==> src/hdl/pes_pkg.sv <==
// ----------------------------------------------------------------------------
// pes_pkg
// Shared constants and decode helpers for the PES header field parser.
// ----------------------------------------------------------------------------
package pes_pkg;

  localparam int POS_W = 6;

  localparam logic [23:0] START_CODE = 24'h000001;

  localparam logic [1:0] STATUS_OK         = 2'd0;
  localparam logic [1:0] STATUS_BAD_PREFIX = 2'd1;
  localparam logic [1:0] STATUS_BAD_FLAGS  = 2'd2;

  localparam logic [POS_W-1:0] POS_PREFIX_LAST = POS_W'(2);
  localparam logic [POS_W-1:0] POS_ID          = POS_W'(3);
  localparam logic [POS_W-1:0] POS_LEN_HI      = POS_W'(4);
  localparam logic [POS_W-1:0] POS_LEN_LO      = POS_W'(5);
  localparam logic [POS_W-1:0] POS_FLAGS_A     = POS_W'(6);
  localparam logic [POS_W-1:0] POS_FLAGS_B     = POS_W'(7);
  localparam logic [POS_W-1:0] POS_HDR_LEN     = POS_W'(8);
  localparam logic [POS_W-1:0] POS_OPT_FIRST   = POS_W'(9);

  localparam logic [POS_W-1:0] STAMP_BYTES = POS_W'(5);
  localparam logic [POS_W-1:0] ESCR_BYTES  = POS_W'(6);
  localparam logic [POS_W-1:0] RATE_BYTES  = POS_W'(3);
  localparam logic [POS_W-1:0] TRICK_BYTES = POS_W'(1);
  localparam logic [POS_W-1:0] COPY_BYTES  = POS_W'(1);

  localparam logic [POS_W-1:0] MAX_SECTION_END = POS_W'(30);

  localparam logic [1:0] PTS_DTS_FORBIDDEN = 2'b01;

  function automatic logic no_header(input logic [7:0] id);
    logic r;
    unique case (id) inside
      8'hBC, 8'hBD, 8'hBE, 8'hBF, 8'hF0, 8'hF1, 8'hF2, 8'hF8, 8'hFF: r = 1'b1;
      default: r = 1'b0;
    endcase
    return r;
  endfunction

  function automatic logic [POS_W-1:0] section_end_of(input logic [7:0] fb);
    logic [POS_W-1:0] e;
    e = POS_OPT_FIRST;
    if (fb[7])           e = e + STAMP_BYTES;
    if (fb[7] && fb[6])  e = e + STAMP_BYTES;
    if (fb[5])           e = e + ESCR_BYTES;
    if (fb[4])           e = e + RATE_BYTES;
    if (fb[3])           e = e + TRICK_BYTES;
    if (fb[2])           e = e + COPY_BYTES;
    return e;
  endfunction

  // one byte of a 33-bit time stamp, marker bits dropped
  function automatic logic [32:0] stamp_step(input logic [32:0] acc, input logic [2:0] j,
                                             input logic [7:0] b);
    logic [32:0] r;
    case (j)
      3'd0:       r = {30'b0, b[3:1]};
      3'd1, 3'd3: r = {acc[24:0], b};
      3'd2, 3'd4: r = {acc[25:0], b[7:1]};
      default:    r = acc;
    endcase
    return r;
  endfunction

endpackage

==> src/hdl/pes_header_field_parser.sv <==
// ----------------------------------------------------------------------------
// pes_header_field_parser
// Byte-serial PES header parser: start code check, field capture, PTS/DTS,
// ES rate and additional copy info decode, one result per header.
// ----------------------------------------------------------------------------
// Input channel: in_valid/in_stall carry one packet byte (data_byte) per
// transaction; packet_start marks the first byte of a packet and abandons any
// packet in progress. Bytes without a start mark after a result are dropped.
// Output channel: out_valid/out_stall carry one result per header, sent when
// the header is complete or on a bad start code / forbidden PTS/DTS flags.
// Latency: the result is valid the cycle after its last header byte is taken.
// Throughput: one byte per cycle; each byte is decoded by a position compare
// and a shift into the capture registers, then the result register.
// A pending result does not block input: in_stall rises only when the result
// register is full and the receiver stalls it, and the result then holds.
// Reset: parser idles until a start mark, no result pending.
// ----------------------------------------------------------------------------
module pes_header_field_parser
  import pes_pkg::*;
(
  input  logic        clk,
  input  logic        rst,
  input  logic        in_valid,
  output logic        in_stall,
  input  logic [7:0]  data_byte,
  input  logic        packet_start,
  output logic        out_valid,
  input  logic        out_stall,
  output logic [1:0]  status,
  output logic [7:0]  stream_id,
  output logic [15:0] packet_length,
  output logic        has_optional_header,
  output logic [5:0]  header_flags,
  output logic [7:0]  optional_flags,
  output logic [7:0]  header_data_length,
  output logic [32:0] pts_value,
  output logic [32:0] dts_value,
  output logic [21:0] es_rate,
  output logic [6:0]  copy_info
);

  logic [POS_W-1:0] byte_position, byte_position_next;
  logic [POS_W-1:0] section_end, section_end_next;
  logic             parse_done, parse_done_next;
  logic [23:0]      start_code_shift, start_code_shift_next;
  logic [7:0]       captured_id, captured_id_next;
  logic [15:0]      captured_length, captured_length_next;
  logic [5:0]       captured_flags_a, captured_flags_a_next;
  logic [7:0]       captured_flags_b, captured_flags_b_next;
  logic [7:0]       captured_header_length, captured_header_length_next;
  logic [32:0]      pts_accumulator, pts_accumulator_next;
  logic [32:0]      dts_accumulator, dts_accumulator_next;
  logic [21:0]      rate_accumulator, rate_accumulator_next;
  logic [6:0]       copy_capture, copy_capture_next;

  logic             accept, active, emit;
  logic [1:0]       status_next;
  logic [POS_W-1:0] p, p_inc, k, k_dts, k_rate;
  logic [POS_W-1:0] escr_base, rate_base, trick_base, copy_base;
  logic             pts_on, dts_on;

  assign in_stall = out_valid && out_stall;
  assign accept   = in_valid && !in_stall;
  assign active   = packet_start || !parse_done;

  // optional field layout from the flag byte
  always_comb begin
    pts_on     = captured_flags_b[7];
    dts_on     = captured_flags_b[7] && captured_flags_b[6];
    escr_base  = (pts_on ? STAMP_BYTES : '0) + (dts_on ? STAMP_BYTES : '0);
    rate_base  = escr_base + (captured_flags_b[5] ? ESCR_BYTES : '0);
    trick_base = rate_base + (captured_flags_b[4] ? RATE_BYTES : '0);
    copy_base  = trick_base + (captured_flags_b[3] ? TRICK_BYTES : '0);
  end

  always_comb begin
    p     = packet_start ? '0 : byte_position;
    p_inc = p + POS_W'(1);
    k      = p - POS_OPT_FIRST;
    k_dts  = k - STAMP_BYTES;
    k_rate = k - rate_base;

    section_end_next            = packet_start ? '0 : section_end;
    start_code_shift_next       = packet_start ? '0 : start_code_shift;
    captured_id_next            = packet_start ? '0 : captured_id;
    captured_length_next        = packet_start ? '0 : captured_length;
    captured_flags_a_next       = packet_start ? '0 : captured_flags_a;
    captured_flags_b_next       = packet_start ? '0 : captured_flags_b;
    captured_header_length_next = packet_start ? '0 : captured_header_length;
    pts_accumulator_next        = packet_start ? '0 : pts_accumulator;
    dts_accumulator_next        = packet_start ? '0 : dts_accumulator;
    rate_accumulator_next       = packet_start ? '0 : rate_accumulator;
    copy_capture_next           = packet_start ? '0 : copy_capture;
    byte_position_next          = p_inc;
    status_next                 = STATUS_OK;
    emit                        = 1'b0;

    case (p)
      '0, POS_W'(1), POS_PREFIX_LAST: begin
        start_code_shift_next = {start_code_shift_next[15:0], data_byte};
        if (p == POS_PREFIX_LAST && start_code_shift_next != START_CODE) begin
          status_next = STATUS_BAD_PREFIX;
          emit        = 1'b1;
        end
      end
      POS_ID:     captured_id_next = data_byte;
      POS_LEN_HI: captured_length_next = {data_byte, 8'h00};
      POS_LEN_LO: begin
        captured_length_next = {captured_length_next[15:8], data_byte};
        emit = no_header(captured_id_next);
      end
      POS_FLAGS_A: captured_flags_a_next = data_byte[5:0];
      POS_FLAGS_B: begin
        captured_flags_b_next = data_byte;
        if (data_byte[7:6] == PTS_DTS_FORBIDDEN) begin
          status_next = STATUS_BAD_FLAGS;
          emit        = 1'b1;
        end
      end
      POS_HDR_LEN: begin
        captured_header_length_next = data_byte;
        section_end_next            = section_end_of(captured_flags_b);
        emit = (section_end_next == POS_OPT_FIRST);
      end
      default: begin
        if (pts_on && k < STAMP_BYTES) begin
          pts_accumulator_next = stamp_step(pts_accumulator, k[2:0], data_byte);
        end
        if (dts_on && k >= STAMP_BYTES && k_dts < STAMP_BYTES) begin
          dts_accumulator_next = stamp_step(dts_accumulator, k_dts[2:0], data_byte);
        end
        if (captured_flags_b[4] && k >= rate_base && k_rate < RATE_BYTES) begin
          case (k_rate[1:0])
            2'd0:    rate_accumulator_next = {15'b0, data_byte[6:0]};
            2'd1:    rate_accumulator_next = {rate_accumulator[13:0], data_byte};
            2'd2:    rate_accumulator_next = {rate_accumulator[14:0], data_byte[7:1]};
            default: rate_accumulator_next = rate_accumulator;
          endcase
        end
        if (captured_flags_b[2] && k == copy_base) begin
          copy_capture_next = data_byte[6:0];
        end
        emit = (p_inc >= section_end);
      end
    endcase

    parse_done_next = emit;
  end

  always_ff @(posedge clk) begin
    if (rst) begin
      parse_done    <= 1'b1;
      byte_position <= '0;
    end else if (accept && active) begin
      parse_done    <= parse_done_next;
      byte_position <= byte_position_next;
    end
  end

  always_ff @(posedge clk) begin
    if (accept && active) begin
      section_end            <= section_end_next;
      start_code_shift       <= start_code_shift_next;
      captured_id            <= captured_id_next;
      captured_length        <= captured_length_next;
      captured_flags_a       <= captured_flags_a_next;
      captured_flags_b       <= captured_flags_b_next;
      captured_header_length <= captured_header_length_next;
      pts_accumulator        <= pts_accumulator_next;
      dts_accumulator        <= dts_accumulator_next;
      rate_accumulator       <= rate_accumulator_next;
      copy_capture           <= copy_capture_next;
    end
  end

  // result register
  always_ff @(posedge clk) begin
    if (rst) begin
      out_valid <= 1'b0;
    end else begin
      out_valid <= (accept && active && emit) || (out_valid && out_stall);
    end
  end

  always_ff @(posedge clk) begin
    if (accept && active && emit) begin
      status              <= status_next;
      stream_id           <= captured_id_next;
      packet_length       <= captured_length_next;
      has_optional_header <= (status_next != STATUS_BAD_PREFIX) && !no_header(captured_id_next);
      header_flags        <= captured_flags_a_next;
      optional_flags      <= captured_flags_b_next;
      header_data_length  <= captured_header_length_next;
      pts_value           <= pts_accumulator_next;
      dts_value           <= dts_accumulator_next;
      es_rate             <= rate_accumulator_next;
      copy_info           <= copy_capture_next;
    end
  end

  a_result_from_transaction: assert property (@(posedge clk) disable iff (rst)
    $rose(out_valid) |-> $past(in_valid && !in_stall))
    else $error("result appeared without an input transaction");

  a_idle_after_result: assert property (@(posedge clk) disable iff (rst)
    (accept && active && emit) |=> parse_done)
    else $error("parser not idle after a result");

  a_bad_prefix_fields: assert property (@(posedge clk) disable iff (rst)
    (out_valid && status == STATUS_BAD_PREFIX) |-> (!has_optional_header && stream_id == 8'h00))
    else $error("bad start code result carries header fields");

  a_position_bound: assert property (@(posedge clk) disable iff (rst)
    !parse_done |-> byte_position <= MAX_SECTION_END)
    else $error("byte position ran past the longest header");

endmodule

==> config.mk <==
export PLATFORM = sky130hd
export DESIGN_NAME = pes_header_field_parser
export DESIGN_NICKNAME = d
export VERILOG_FILES = /design/src/hdl/pes_pkg.sv /design/src/hdl/pes_header_field_parser.sv
export SDC_FILE = /design/constraint.sdc
export NUM_CORES = 1
export LEC_CHECK = 0
export ABC_AREA = 1
export BUFFER_PORTS_ARGS = -buffer_cell sky130_fd_sc_hd__buf_2
export CORE_MARGIN = 2
export CORE_UTILIZATION = 25
export CTS_BUF_LIST = sky130_fd_sc_hd__clkbuf_8
export DETAILED_ROUTE_END_ITERATION = 10
export GPL_TIMING_DRIVEN = 0
export RECOVER_POWER = 100
export SETUP_SLACK_MARGIN = 0.3
export SKIP_LAST_GASP = 1
export SYNTH_ARGS = -nofsm -noshare
export SYNTH_HDL_FRONTEND = slang
export SYNTH_SLANG_ARGS = --single-unit
==> constraint.sdc <==
create_clock -name clk -period 7.6 [get_ports clk]
set_input_delay 0 -clock clk [delete_from_list [all_inputs] [get_ports clk]]
set_output_delay 0 -clock clk [all_outputs]
set_load 0.01 [all_outputs]
## After elaboration in Yosys (flattened, before gate mapping)

Cells that the tools add are included.

| word-level totals | value |
|---|---|
| output and inout port bits | 146 |
| register bits | 315 |
| word-level logic and storage cells | 174 |

| cells by class | value |
|---|---|
| multiplexer cells | 56 |
| eq/ne operators | 41 |
| reduce and logical (&&, ||, !) cells | 33 |
| $add $sub $neg | 13 |
| order comparisons | 6 |

Operator list:

| kind | number |
|---|---|
| 2-to-1 mux 33 bit | 6 |
| one-hot mux 33 bit (3 select lines) | 2 |
| == test 8 bit (second input constant) | 18 |
| 2-to-1 mux 6 bit | 16 |
| 2-to-1 mux 22 bit | 3 |
| one-hot mux 22 bit (3 select lines) | 1 |
| 2-to-1 mux 16 bit | 3 |
| 2-to-1 mux 8 bit | 6 |
| one-hot mux 16 bit (2 select lines) | 1 |
| OR reduction 9 bit | 3 |
| == test 6 x 3 -> 1 bit (second input constant) | 4 |
| != test 24 x 1 -> 1 bit (second input constant) | 1 |
| 2-to-1 mux 7 bit | 3 |
| adder 6 x 1 -> 6 bit (second input constant) | 3 |
| logical AND 1 bit | 13 |
| adder 6 x 3 -> 6 bit (second input constant) | 2 |
| == test 3 x 2 -> 1 bit (second input constant) | 4 |
| == test 6 x 2 -> 1 bit (second input constant) | 2 |
| == test 6 x 4 -> 1 bit (second input constant) | 2 |
| less-than comparator 6 x 3 -> 1 bit (second input constant) | 2 |
| 2-to-1 mux 3 bit | 4 |
| OR reduction 2 bit | 4 |
| 2-to-1 mux 1 bit | 7 |
| adder 5 x 2 -> 6 bit | 1 |
| other kinds (29) | 38 |

## Depth between registers and ports, before layout

Gate-level depths: netlist of the first run.

| logic depth | value |
|---|---|
| word-level depth | 24 |
| mapped depth | 22 |
| gate-level depth less buffers | 22 |

## Worst setup path after synthesis of the first run

Ideal clock, no wire load.

| timing path | value |
|---|---|
| path type | in2reg |
| start | input port packet_start |
| end | register copy_info[0] (enable) |
| slack | 210 ps |
| arrival | 6893 ps |
| cell stages on the path | 11 |
| cell sequence | buf_6 > inv_6 > buf_6 > clkbuf_1 > nand2_1 > nand3_1 > inv_1 > nand2_1 > inv_1 > nand2_1 > inv_1 |

| on the way | value |
|---|---|
| longest elaborated chain between the ends | 6 |

RTL lines:

| item | RTL line | RTL |
|---|---|---|
| start: declaration | pes_header_field_parser.sv:26 | `input logic packet_start,` |
| branches (longest 5 deep; another with adder 6 x 1 -> 6 bit) | n/a |  |
| logical AND 1 bit (*) | pes_header_field_parser.sv:186 | `if (accept && active && emit) begin` |
| end signal: assignment | pes_header_field_parser.sv:197 | `copy_info <= copy_capture_next;` |
| end: declaration | pes_header_field_parser.sv:39 | `output logic [6:0] copy_info` |

Every way passes the cells marked *.
A chain may end at the register's enable or synchronous reset.

## Final worst setup path of the first run

| timing path | value |
|---|---|
| start | input port packet_start |
| end | register pts_accumulator[6], data pin |

| on the way | value |
|---|---|
| longest elaborated chain between the ends | 7 |

RTL lines:

| item | RTL line | RTL |
|---|---|---|
| branches (longest 6 deep; another with subtractor 6 x 4 -> 6 bit) | n/a |  |
| 2-to-1 mux 33 bit (*) | pes_header_field_parser.sv:98 | `case (p)` |
| via pts_accumulator_next[6] | pes_header_field_parser.sv:51 | `logic [32:0] pts_accumulator, pts_accumulator_next;` |
| end signal: assignment | pes_header_field_parser.sv:169 | `pts_accumulator <= pts_accumulator_next;` |
| end: declaration | pes_header_field_parser.sv:51 |  |

Mark *: on every way through the listed nets, which the timed path passes.

==> impl_metrics.py, run 1 <==
metrics = {
    "worst_setup_path": {
        "crit_path_max_incr_delay_ns": 0.85,
        "critPathTopFamily": "simple AND/OR/NAND/NOR gates",
        "crit_path_cell_trace": "dlygate4sd3_1 -> clkbuf_1 -> clkinvlp_2 -> clkbuf_1 -> nand2_1 -> inv_1 -> ha_1 -> nand3_1 -> nand2_1 -> nor3_1 -> nand3_1 -> nor4_1 -> buf_4 -> buf_2 -> o21ai_0",
        "crit_path_top_delay_cell": "nor4_1",
        "critPathBufInv": 7,
        "path_class": "in2reg",
        "worst-path-max-fanout": 11,
        "critical_path_arrival_ns": 5.97,
        "crit_path_end_kind": "flop",
        "start_kind": "input port",
        "crit_required_ns": 7.93,
        "r2r_slack_ns": 2.64,
    },
    "detailed_routing": {
        "wl_per_cell_um": 17.63,
        "drc_errors": 0,
        "dr.pass1.iters": 6,
        "vias": 11640,
        "final_antenna_net_count": 0,
        "via_per_inst": 4.671,
        "wl_um": 43950,
        "drtIter0Drc": 991,
    },
    "final_layout": {
        "num-fill-cells": 6293,
        "nNetsFinal": 1708,
        "fin_cells": 2492,
        "syn_to_final_growth_pct": 18.51,
        "layout-drive-gt1-share_pct": 8.129,
        "num_antenna_cells": 0,
    },
    "clock_tree": {
        "postCtsSetupBuffers": 0,
        "cts_made_buffers": 55,
        "cts_tree": "built",
        "clockBufferDepth": 3,
        "hold_buffers": 15,
        "clk_latency_ns": 0.64,
        "htree_levels": 2,
        "root_buffer": "clkbuf_8",
        "clkSlewWorstSetupHoldPaths_ns": 0.06,
        "ctsResizeCount": 0,
        "clock-sinks": 315,
    },
    "placement": {
        "post-place-ws_ns": 3.163,
        "port_buffers": 157,
        "placed_cells": 2375,
        "globalplace.congestion": 0.8620,
        "dp_hpwl_um": 30950,
    },
    "global_route": {
        "grt.total_usage_pct": 13.74,
        "antenna_found_initial": 0,
        "overflow": 0,
        "grt_pass1_wl_um": 66150,
        "grt_max_degree": 95,
        "grt_pass1_vias": 11150,
    },
    "yosys": {
        "synth_edf_count": 307,
        "synth-seq-area-share_pct": 62.20,
        "yosys_warnings": 0,
        "synthArstFlopShare_pct": 0,
        "ys_seq_elements": 315,
        "syn-num-nets": 1474,
        "synth_ff_type": "edfxtp_1",
        "syn_area_um2": 15080,
        "avgSynthCellArea_um2": 10.54,
        "synth_cell_types": 49,
        "synthCells": 1431,
    },
    "floorplanning": {
        "die_h_um": 249.6,
        "io_pins": 159,
        "die_x_um": 249.6,
        "start_util_pct": 25.12,
        "fp-row-count": 90,
        "coreArea_um2": 60020,
        "dieArea_um2": 62300,
    },
    "sta": {
        "skew_ns": 0.04110,
        "setup-violations-final": 0,
        "finalHoldWorstSlack_ns": 0.1245,
        "fin_tns_setup_ns": 0,
        "fin_ws_ns": 1.967,
        "period_minus_slack_ns": 5.633,
        "rsz0062_at_grt": "no",
        "clock.fmax_ghz": 0.1775,
        "maxSlewHeadroom_pct": -59.14,
        "finalHoldViolations": 0,
        "post-route-period-util_pct": 74.12,
        "tightest_slew_ns": 2.387,
        "slew_violations": 74,
    },
    "power": {
        "power.density_nw_per_um2": 247.6,
        "power_uw": 4424,
        "power_leakage_uw": 0.006598,
        "ir_worst_vdd_mv": 0.1321,
    },
    "run_status": {
        "status": "complete, but fails checks",
        "violations": "capacitance limit, slew limit",
    },
    "run": {
        "maxCapViolations": 2,
    },
    "hold_path": {
        "hold_path_class": "in2reg",
    },
}
==> cell type report <==
| cell class | instances | area [um^2] | area share (%) |
|---|---|---|---|
| clock buffer | 57 | 784.5 | 4.390 |
| timing repair buffer | 177 | 828.3 | 4.635 |
| multi-input combinational | 887 | 4631 | 25.91 |
| clock inverter | 45 | 365.4 | 2.044 |
| sequential | 315 | 9379 | 52.48 |
| inverter | 152 | 580.6 | 3.249 |
| tap | 782 | 978.4 | 5.475 |
| buffer | 77 | 324.1 | 1.813 |
==> report_power, final <==
group	total [uW]	internal, uW	switching (uW)
sequential	2130	2070	56.0
combinational	661	196	465
clock	1640	907	729
==> cell usage in the layout (no fill, tap or decap), drive strengths merged <==
master and n:
edfxtp 307, nand2 282, clkbuf 263, o21ai 188, inv 162, nand3 96
nor2 93, o22ai 72, a21oi 54, buf 33, ha 26, clkinv 22
o221ai 15, dlygate4sd3 15, o211ai 12, xor2 11, dfxtp 8, nand4 7
clkinvlp 7, nor3 6, bufinv 6, nor4 5, xnor2 5, fa 4
o21a 2, or2 2, nand3b 2, o21bai 1, and3 1, mux2i 1
a211oi 1, o22a 1
==> flip-flops by register name, indices dropped and copies added, names as in the netlist, 16 cells and up <==
name and flops:
es_rate 22, pts_accumulator 33, pts_value 33, packet_length 16, dts_value 33, dts_accumulator 33, rate_accumulator 22, captured_length 16
start_code_shift 16
==> worst min-delay path, cell delays in order <==
cell and delay [ns]:
buf_2 0.10, nand2_1 0.13, nand3_1 0.15, clkinvlp_2 0.21
==> synth_stat cells, types with 4 or more instances <==
library cell	count	area, um^2
a21oi_1	54	270.3
buf_1	5	18.77
buf_2	12	60.06
buf_4	6	45.04
buf_6	9	101.4
clkbuf_1	43	161.4
dfxtp_1	8	160.2
edfxtp_1	307	9219
fa_1	4	80.08
ha_1	26	325.3
inv_1	142	533.0
inv_2	6	22.52
nand2_1	271	1017
nand2_2	6	37.54
nand2_4	5	56.30
nand3_1	89	445.4
nand3_2	5	50.05
nand4_1	7	43.79
nor2_1	89	334.1
nor3_1	5	25.02
nor4_1	4	25.02
o211ai_1	12	90.09
o21ai_0	118	590.6
o21ai_1	63	315.3
o21ai_2	7	61.31
o221ai_1	15	131.4
o22ai_1	72	450.4
xnor2_1	5	43.79
xor2_1	9	78.83
==> per-layer routing <==
| metal | track usage (%) | vias to the layer above | wire [um] |
|---|---|---|---|
| met4 | 4.286 | 0 | 1056 |
| met3 | 2.607 | 68 | 2759 |
| met5 | 0 | - | 0 |
| met1 | 18.86 | 5599 | 19980 |
| li1 | - | 5527 | - |
| met2 | 21.91 | 447 | 20150 |
==> stage by stage <==
stage                     cell area [um^2]  util, %
final                                17870    29.77
after global routing                 17870    29.77
after CTS                            18260    30.42
after detailed placement             16960    28.26
after global placement               16850    28.07
after floorplan                      15080        -
==> logic make-up (layout without fill, tap and decap cells) <==
family	Yosys count	after routing	share of synthesized area, %
muxes	1	1	0.06638
AOI/OAI and AO/OA	346	346	12.92
DFF	315	315	62.20
xor gates and xnor gates	16	16	1.178
buffers and inverters	229	508	6.464
adders and majority gates	30	30	2.688
and+or+nand+nor	494	494	14.49
==> path summary, 6_finish.rpt <==
check / startpoint / endpoint / cells after the start
worst max-delay path: packet_start / pts_accumulator[6] / 15
worst min-delay path: out_stall / captured_flags_b[1] / 4
worst max register to register: byte_position[1] / es_rate[17] / 17
worst min register to register: parse_done / parse_done / 2
No activity file was read; power rests on OpenSTA's default activity.
==> run 2: changes to the inputs <==
- clock period: 7.6 -> 5.02 ns (I/O delays scaled with it)
==> run 2 against run 1 <==
Compared with the run above: the flow still finishes with violations (capacitance limit, slew limit); critical endpoint is now es_rate[10]; wire length is 1.7% higher; worst hold slack gained 0.13 ns; global-route usage is 0.10 points higher; register-to-register slack got worse by 2.1 ns; highest routed layer unchanged; cell area is 0.15% higher; clock skew is 0.016 ns lower; critical path depth grew 3; core utilization about the same; die area unchanged; sequential power increased by 51%; combinational power rose by 54%.
==> impl_metrics.py, run 2 (synthesis gave the netlist of run 1 again) <==
metrics = {
    "final_layout": {
        "nNetsFinal": 1711,
        "syn_to_final_growth_pct": 18.69,
        "final_common_cell": "edfxtp_1",
        "fin_cells": 2491,
        "layout-drive-gt1-share_pct": 8.367,
        "final_area_um2": 17900,
        "final_cell_mix": "edfxtp_1, nand2_1, clkbuf_1",
        "num_antenna_cells": 0,
    },
    "worst_setup_path": {
        "reg2regPathDepth": 16,
        "start_kind": "input port",
        "crit_path_end_kind": "flop",
        "crit_required_ns": 5.34,
        "path_class": "in2reg",
        "critical_path_arrival_ns": 4.91,
        "worst-path-max-fanout": 11,
    },
    "detailed_routing": {
        "drtIter0Drc": 1018,
        "drc_errors": 0,
        "final_antenna_net_count": 0,
        "vias": 11650,
        "wl_um": 44690,
        "dr.pass1.iters": 5,
        "wl_per_cell_um": 17.94,
        "via_per_inst": 4.677,
    },
    "floorplanning": {
        "fp-row-count": 90,
        "die_x_um": 249.6,
        "dieArea_um2": 62300,
        "coreArea_um2": 60020,
        "die_h_um": 249.6,
        "io_pins": 159,
        "start_util_pct": 25.12,
    },
    "placement": {
        "globalplace.congestion": 0.8752,
        "place_area_um2": 17040,
        "port_buffers": 157,
        "placed_cells": 2377,
        "dp_hpwl_um": 31350,
    },
    "clock_tree": {
        "clk_latency_ns": 0.63,
        "cts_made_buffers": 54,
        "postCtsSetupBuffers": 0,
        "root_buffer": "clkbuf_8",
        "clock-sinks": 315,
        "clockBufferDepth": 3,
        "clkSlewWorstSetupHoldPaths_ns": 0.06,
        "htree_levels": 2,
        "cts_tree": "built",
    },
    "sta": {
        "tightest_slew_ns": 1.909,
        "skew_ns": 0.02462,
        "finalHoldWorstSlack_ns": 0.2517,
        "clock.fmax_ghz": 0.2175,
        "post-route-period-util_pct": 91.57,
        "finalHoldViolations": 0,
        "rsz0062_at_grt": "no",
        "period_minus_slack_ns": 4.597,
        "maxSlewHeadroom_pct": -27.25,
        "slew_violations": 28,
        "setup-violations-final": 0,
    },
    "power": {
        "ir_worst_vdd_mv": 0.1727,
        "power.density_nw_per_um2": 366.2,
        "power_leakage_uw": 0.006611,
    },
    "hold_path": {
        "hold_path_class": "in2reg",
        "worstHoldPathCells": 3,
    },
    "run_status": {
        "status": "complete, but fails checks",
        "violations": "capacitance limit, slew limit",
    },
    "global_route": {
        "grt_max_degree": 45,
        "grt_pass1_wl_um": 66720,
        "grt.total_usage_pct": 13.84,
        "grt_pass1_vias": 11160,
        "antenna_found_initial": 1,
        "overflow": 0,
    },
    "run": {
        "maxCapViolations": 1,
    },
}
==> run 2: cell types whose count changed in the layout (fill, tap and decap cells not counted), moves of 2 or more <==
cell,before,now
buf_12,2,7
clkbuf_1,204,199
clkinvlp_4,5,2
nand2_1,273,270
nand2_4,3,6
buf_4,3,5
bufinv_16,6,4
clkbuf_8,57,55
clkinv_1,12,14
==> run 2: final timing paths <==
path	start	end	slack [ns]
worst max-delay path	packet_start	es_rate[10]	0.42
worst min-delay path	rst	out_valid	0.25
worst min register to register	byte_position[1]	byte_position[1]	0.52
worst max register to register	byte_position[1]	es_rate[10]	0.57
==> run 2: area by class of cell <==
cell class	count	area, um^2
fill	6306	42120
sequential	315	9379
multi-input combinational	887	4666
tap	782	978.4
timing repair buffer	180	888.4
clock buffer	55	757.0
inverter	152	579.3
buffer	77	352.8
clock inverter	42	291.5
timing repair inverter	1	5.005
==> run 2: report_power, final <==
group	leakage, uW	internal, uW	switching [uW]
Clock	0.000589	1230	1090
Sequential	0.00298	3130	86.1
Combinational	0.00304	309	710
Total	0.00661	4670	1880
==> run 2: repair_timing <==
item | in CTS | in global routing
setup endpoints to repair | 0 | 116
gates resized for setup | 0 | 0
hold buffers | 16 | 0
endpoints found under the hold margin | 32 | 0
==> run 2: stage by stage <==
stage,setup TNS (ns),power [uW],utilization [%],setup slack (ns)
final,0,6554,29.82,0.4231
after global routing,0,6893,29.82,0.1543
after CTS,0,6691,30.40,0.5333
after detailed placement,0,4312,28.39,0.5373
after global placement,-429.90,4300,28.15,-3.010
after floorplan,-67.60,3955,-,-0.4694
==> run 2: critical path, stage by stage <==
cell and delay [ns]:
dlygate4sd3_1 0.58, buf_12 0.16, clkinvlp_2 0.19, clkbuf_1 0.53, nand2_4 0.23, ha_1 0.49, inv_1 0.15, fa_1 0.51
clkbuf_1 0.24, nand2_1 0.28, clkinv_1 0.28, nor3_1 0.29, nand3_1 0.11, nor2_1 0.11, and3_1 0.18, buf_4 0.18
buf_4 0.19, o21ai_0 0.18
==> run 2: per-layer routing <==
layer / track usage (%) / wire (um)
met5: 0 / 0
met4: 3.907 / 974
met1: 19.00 / 20280
met2: 22.12 / 20530
met3: 2.826 / 2901
